$ cat src/hdl/bbsr_pkg.sv
// Shared constants, codes and types of the bad block skip remap unit.
// No dependencies; the interfaces, the divider and the top unit import this package.
package bbsr_pkg;

    localparam int MAX_BLOCKS   = 4096;
    localparam int SECTOR_WIDTH = 32;

    localparam int MAP_AW     = $clog2(MAX_BLOCKS);
    localparam int MAP_DW     = 16;
    localparam int CNT_W      = 13;
    localparam int SEC_W      = 32;
    localparam int SPB_W      = 13;
    localparam int CAP_W      = 25;
    localparam int MODE_W     = 2;
    localparam int CFG_IDX_W  = 2;
    localparam int CFG_DATA_W = 13;
    localparam int PROD_W     = MAP_DW + SPB_W;
    localparam int CAPP_W     = CNT_W + SPB_W;

    localparam logic [MAP_DW-1:0] SENTINEL_BLOCK = 16'hffff;
    localparam logic [CNT_W-1:0]  MAX_BLOCKS_C   = CNT_W'(MAX_BLOCKS);
    localparam logic [CAP_W-1:0]  CAP_MAX        = {CAP_W{1'b1}};
    localparam logic [SEC_W-1:0]  SECTOR_MASK    = (SECTOR_WIDTH >= SEC_W) ? {SEC_W{1'b1}}
        : SEC_W'((64'd1 << SECTOR_WIDTH) - 64'd1);

    localparam logic [MODE_W-1:0] MODE_SCAN   = 2'd0;
    localparam logic [MODE_W-1:0] MODE_VERIFY = 2'd1;
    localparam logic [MODE_W-1:0] MODE_REMAP  = 2'd2;

    localparam logic [CFG_IDX_W-1:0] CFG_REMAP_ENABLE  = 2'd0;
    localparam logic [CFG_IDX_W-1:0] CFG_TOTAL_BLOCKS  = 2'd1;
    localparam logic [CFG_IDX_W-1:0] CFG_BLOCK_SECTORS = 2'd2;

    typedef struct packed {
        logic             start;
        logic [SEC_W-1:0] dividend;
        logic [SPB_W-1:0] divisor;
    } div_req_t;

    typedef struct packed {
        logic             done;
        logic [SEC_W-1:0] quotient;
        logic [SPB_W-1:0] remainder;
    } div_rsp_t;

endpackage

$ cat src/hdl/bbsr_divider.sv
// Restoring divider, one quotient bit per cycle, for sector / block size.
// Depends on bbsr_pkg for widths and the request and response structs.
module bbsr_divider import bbsr_pkg::*; (
    input  logic     clk,
    input  logic     rst_n,
    input  div_req_t req,
    output div_rsp_t rsp
);
    localparam int STEP_W = $clog2(SEC_W);

    logic              busy_reg, busy_next;
    logic              done_reg, done_next;
    logic [STEP_W-1:0] step_reg, step_next;
    logic [SEC_W-1:0]  quot_reg, quot_next;
    logic [SPB_W-1:0]  rem_reg, rem_next;
    logic [SPB_W-1:0]  div_reg, div_next;
    logic [SPB_W:0]    trial;
    logic              fits;

    always_comb
    begin
        busy_next = busy_reg;
        done_next = 1'b0;
        step_next = step_reg;
        quot_next = quot_reg;
        rem_next  = rem_reg;
        div_next  = div_reg;
        // The partial remainder stays below the divisor, so the shifted trial
        // value is below twice the divisor and one subtract settles the bit.
        trial     = {rem_reg, quot_reg[SEC_W-1]};
        fits      = (trial >= {1'b0, div_reg});
        if (req.start)
        begin
            busy_next = 1'b1;
            step_next = '0;
            quot_next = req.dividend;
            rem_next  = '0;
            div_next  = req.divisor;
        end
        else if (busy_reg)
        begin
            quot_next = {quot_reg[SEC_W-2:0], fits};
            rem_next  = fits ? SPB_W'(trial - {1'b0, div_reg}) : trial[SPB_W-1:0];
            step_next = step_reg + 1'b1;
            if (step_reg == STEP_W'(SEC_W - 1))
            begin
                busy_next = 1'b0;
                done_next = 1'b1;
            end
        end
    end

    always_ff @(posedge clk or negedge rst_n)
    begin
        if (!rst_n)
        begin
            busy_reg <= 1'b0;
            done_reg <= 1'b0;
            step_reg <= '0;
        end
        else
        begin
            busy_reg <= busy_next;
            done_reg <= done_next;
            step_reg <= step_next;
        end
    end

    always_ff @(posedge clk)
    begin
        quot_reg <= quot_next;
        rem_reg  <= rem_next;
        div_reg  <= div_next;
    end

    assign rsp.done      = done_reg;
    assign rsp.quotient  = quot_reg;
    assign rsp.remainder = rem_reg;
endmodule

$ cat config.mk
export PLATFORM = sky130hd
export DESIGN_NAME = bbsr_divider
export DESIGN_NICKNAME = d
export VERILOG_FILES = /design/src/hdl/bbsr_pkg.sv /design/src/hdl/bbsr_divider.sv
export SDC_FILE = /design/constraint.sdc
export NUM_CORES = 1
export LEC_CHECK = 0
export ABC_AREA = 1
export BUFFER_PORTS_ARGS = -buffer_cell sky130_fd_sc_hd__clkbuf_2
export CORE_ASPECT_RATIO = 0.5
export CORE_MARGIN = 3
export CORE_UTILIZATION = 57
export CTS_BUF_LIST = sky130_fd_sc_hd__clkbuf_8 sky130_fd_sc_hd__clkbuf_16
export DETAILED_ROUTE_END_ITERATION = 8
export GPL_TIMING_DRIVEN = 1
export PLACE_DENSITY = 0.87
export SETUP_SLACK_MARGIN = 0.15
export SLEW_MARGIN = 20
export SYNTH_ARGS = -nofsm -noshare
export SYNTH_HDL_FRONTEND = slang
export SYNTH_SLANG_ARGS = --single-unit
$ cat constraint.sdc
create_clock -name clk -period 6.7 [get_ports clk]
set_clock_uncertainty 0.2 [all_clocks]
set_input_delay 1.34 -clock clk [delete_from_list [all_inputs] [get_ports clk]]
set_output_delay 1.34 -clock clk [all_outputs]
set_load 0.005 [all_outputs]
==> reports/qor.csv <==
stage;metric;value;unit
synthesis;synth_largest_area_cell;edfxtp_1;
timing;rsz0062_at_grt;no;
synthesis;syn_area;3660;um2
synthesis;ys_warn_count;0;
synthesis;yosys-top-cells-count;nand2_1, inv_1, edfxtp_1;
detailed_routing;routed_via_density;5.48;
cts;cts-htree-levels;3;
timing;drv_slew;0;
layout;fin_nets;603;
critical_path;worstSetupPathType;input port to flop;
critical_path;r2r_setup_slack;3.95;ns
cts;cts-resized-gates;0;
floorplan;core_area;5820;um2
critical_path;crit_path_cell_trace;clkbuf_2 -> nor2_1 -> inv_1 -> buf_4 -> o21ai_0;
cts;insertion_delay;0.33;ns
detailed_routing;drt_iter0_drc;296;
timing;fin_crit_sh;51.4;%
layout;final-instance-count-excl-fill;628;
synthesis;synth_most_common_cell;nand2_1;
timing;setup_viol;0;
synthesis;synth_fa_ha_area_share;5.68;%
min_path;min_path_type;flop to flop;
pwr;power.total;1.67;mW
cts;clkSlewWorstSetupHoldPaths;0.05;ns
floorplan;die-area;7470;um2
pwr;p_sw;0.577;mW
timing;max_clock_freq;0.290;GHz
synthesis;synth_ff_type;edfxtp_1;
critical_path;reg2reg_to;rem_reg[7]$_SDFFE_PP0P_;
detailed_routing;firstDrtPassIters;5;
critical_path;worst_setup_path_end_kind;flop;
global_route;grt.total_usage;27.0;%
pwr;leakage;2.41;nW
layout;fin_area;4510;um2
synthesis;synthMuxAreaShare;0;%
critical_path;arrival;3.48;ns
global_route;grt_max_degree;53;
layout;drive_above_1_share;24.6;%
synthesis;yosys.area_share.simple;31.9;%
global_route;antenna_found_initial;0;
synthesis;synth_cell_type_count;33;
pwr;vdd_drop_max;0.000176;V
placed_design;hpwl;6250;um
placed_design;place_congestion;0.865;
synthesis;syn_avg_cell_area;8.16;um2
min_path;hp-start;rem_reg[8]$_SDFFE_PP0P_;
synthesis;synth-edff-count;45;
placed_design;placed_area;4150;um2
timing;hold_violations;0;
synthesis;synth_xor_area_share;1.20;%
synthesis;synth_top_area_share;36.9;%
critical_path;r2r-start;quot_reg[31]$_DFFE_PP_;
critical_path;cp_max_fo;52;
floorplan;num_io_pins;94;
flow_run;drv_cap;0;
pwr;p_per_area;371;nW/um2
synthesis;async_flop_share;10.8;%
pwr;p_seq_share;32.4;%
timing;hold_slack;0.321;ns
critical_path;cp_slowest_cell;nor2_1;
placed_design;dpl_worst_slack;2.99;ns
critical_path;endpoint;step_reg[1]$_DFFE_PN0P_;
detailed_routing;avgRoutedWirePerCell;15.8;um
synthesis;ys_seq_area_share;48.9;%
synthesis;ys_seq_elements;65;
floorplan;rows;19;
floorplan;die_height;62.6;um
timing;tightest_slew;1.07;ns
detailed_routing;antenna_left;0;
detailed_routing;drc;0;
layout;largest_reg_flops;32;
critical_path;start_kind;input port;
pwr;intPower;1.10;mW
synthesis;synthTopCellsByArea;edfxtp_1, nand2_1, dfxtp_1, inv_1, ha_1;
layout;area_growth;23.3;%
synthesis;syn-instance-count;448;
detailed_routing;vias;3444;
critical_path;cpPeakStageDelay;0.87;ns
cts;cts-root-buf;clkbuf_16;
cts;cts_made_buffers;9;
global_route;grt_overflow;0;
timing;slew-limit-headroom;28.5;%
critical_path;reg2reg_depth;13;
floorplan;die_x;119;um
synthesis;synth_compound_area_share;2.91;%
pwr;share_comb_of_total_power;34.0;%
cts;cts_tree;done;
floorplan;start_util;62.8;%
cts;clock_path_buffers;2;
global_route;grt_pass1_wl;16000;um
status;status;completed;
placed_design;dp_cells;612;
timing;setup_slack;3.26;ns
synthesis;synth_nets;512;
pwr;swShare;34.5;%
detailed_routing;drt_wl_total;9890;um
timing;min_period;3.44;ns
critical_path;required;6.74;ns
cts;cts_num_sinks;65;
layout;utilization;77.4;%
timing;fin_tns_setup;0;ns
layout;diodes;0;
cts;post-cts-setup-buffers;0;
pwr;pwr-share-clk;33.7;%
global_route;grt_pass1_vias;3355;
placed_design;port_buffers;93;
cts;hold_buffers;0;
synthesis;synth_top_family_by_area;simple AND/OR/NAND/NOR gates;
critical_path;startpoint;req[45];
-- cell usage in the layout (no fill, tap or decap), drive strengths merged, types with 2 or more instances in the layout --
cell	Yosys	final
clkbuf	6	102
nand3	28	28
xnor2	5	5
ha	15	15
dfxtp	13	13
a21oi	7	7
nand4	18	18
bufinv	0	4
inv	69	70
o21ai	9	9
nand2	189	189
nor3	5	5
dfrtp	7	7
clkinv	0	2
edfxtp	45	45
nor2	18	18
-- worst min path at each step --
stage	end	slack, ns	depth (start not counted)
2_1_floorplan	rem_reg[12]$_SDFFE_PP0P_	0.27	2
3_3_place_gp	rem_reg[5]$_SDFFE_PP0P_	0.27	2
3_5_place_dp	rem_reg[5]$_SDFFE_PP0P_	0.28	2
4_1_cts	rem_reg[9]$_SDFFE_PP0P_	0.31	2
5_1_grt	rem_reg[4]$_SDFFE_PP0P_	0.35	2
6_report	rem_reg[8]$_SDFFE_PP0P_	0.32	2
-- worst max-delay path: cells and delay by family --
kind	cells	cell delay, ns
simple gates	1	0.87
buf+inv	3	1.03
compound gates	1	0.22
-- per-layer routing --
layer | up-vias | global-route usage, % | wire length (um) | share of wire (%)
li1 | 1613 | - | - | -
met5 | - | 0 | 0 | 0
met2 | 226 | 45.0 | 4640 | 47
met3 | 33 | 7.05 | 953 | 9.6
met4 | 0 | 12.1 | 342 | 3.5
met1 | 1572 | 33.1 | 3960 | 40
-- cell families after synthesis --
| family | after synthesis |
|---|---|
| AND/OR/NAND/NOR | 261 |
| adder cells (fa/ha/maj) | 16 |
| AO/OA/AOI/OAI | 18 |
| XOR/XNOR | 5 |
| buffers and inverters | 83 |
| flip-flops | 65 |
-- layout make-up --
type	count	area (um2)
Timing Repair Buffer	94	473
Sequential cell	65	1790
Fill cell	342	1310
Clock buffer	9	225
Inverter	69	259
Tap cell	84	105
Multi-Input combinational cell	300	1530
Clock inverter	7	134
-- power by group through the flow --
| stage | registers [mW] | logic [mW] | clock network [mW] |
|---|---|---|---|
| finish | 0.542 | 0.569 | 0.564 |
| global route | 0.549 | 0.634 | 0.582 |
| global placement | 0.545 | 0.516 | 0 |
| floorplan | 0.538 | 0.401 | 0 |
| detailed placement | 0.544 | 0.535 | 0 |
| CTS | 0.540 | 0.557 | 0.563 |
No activity file was read; power rests on OpenSTA's default activity.
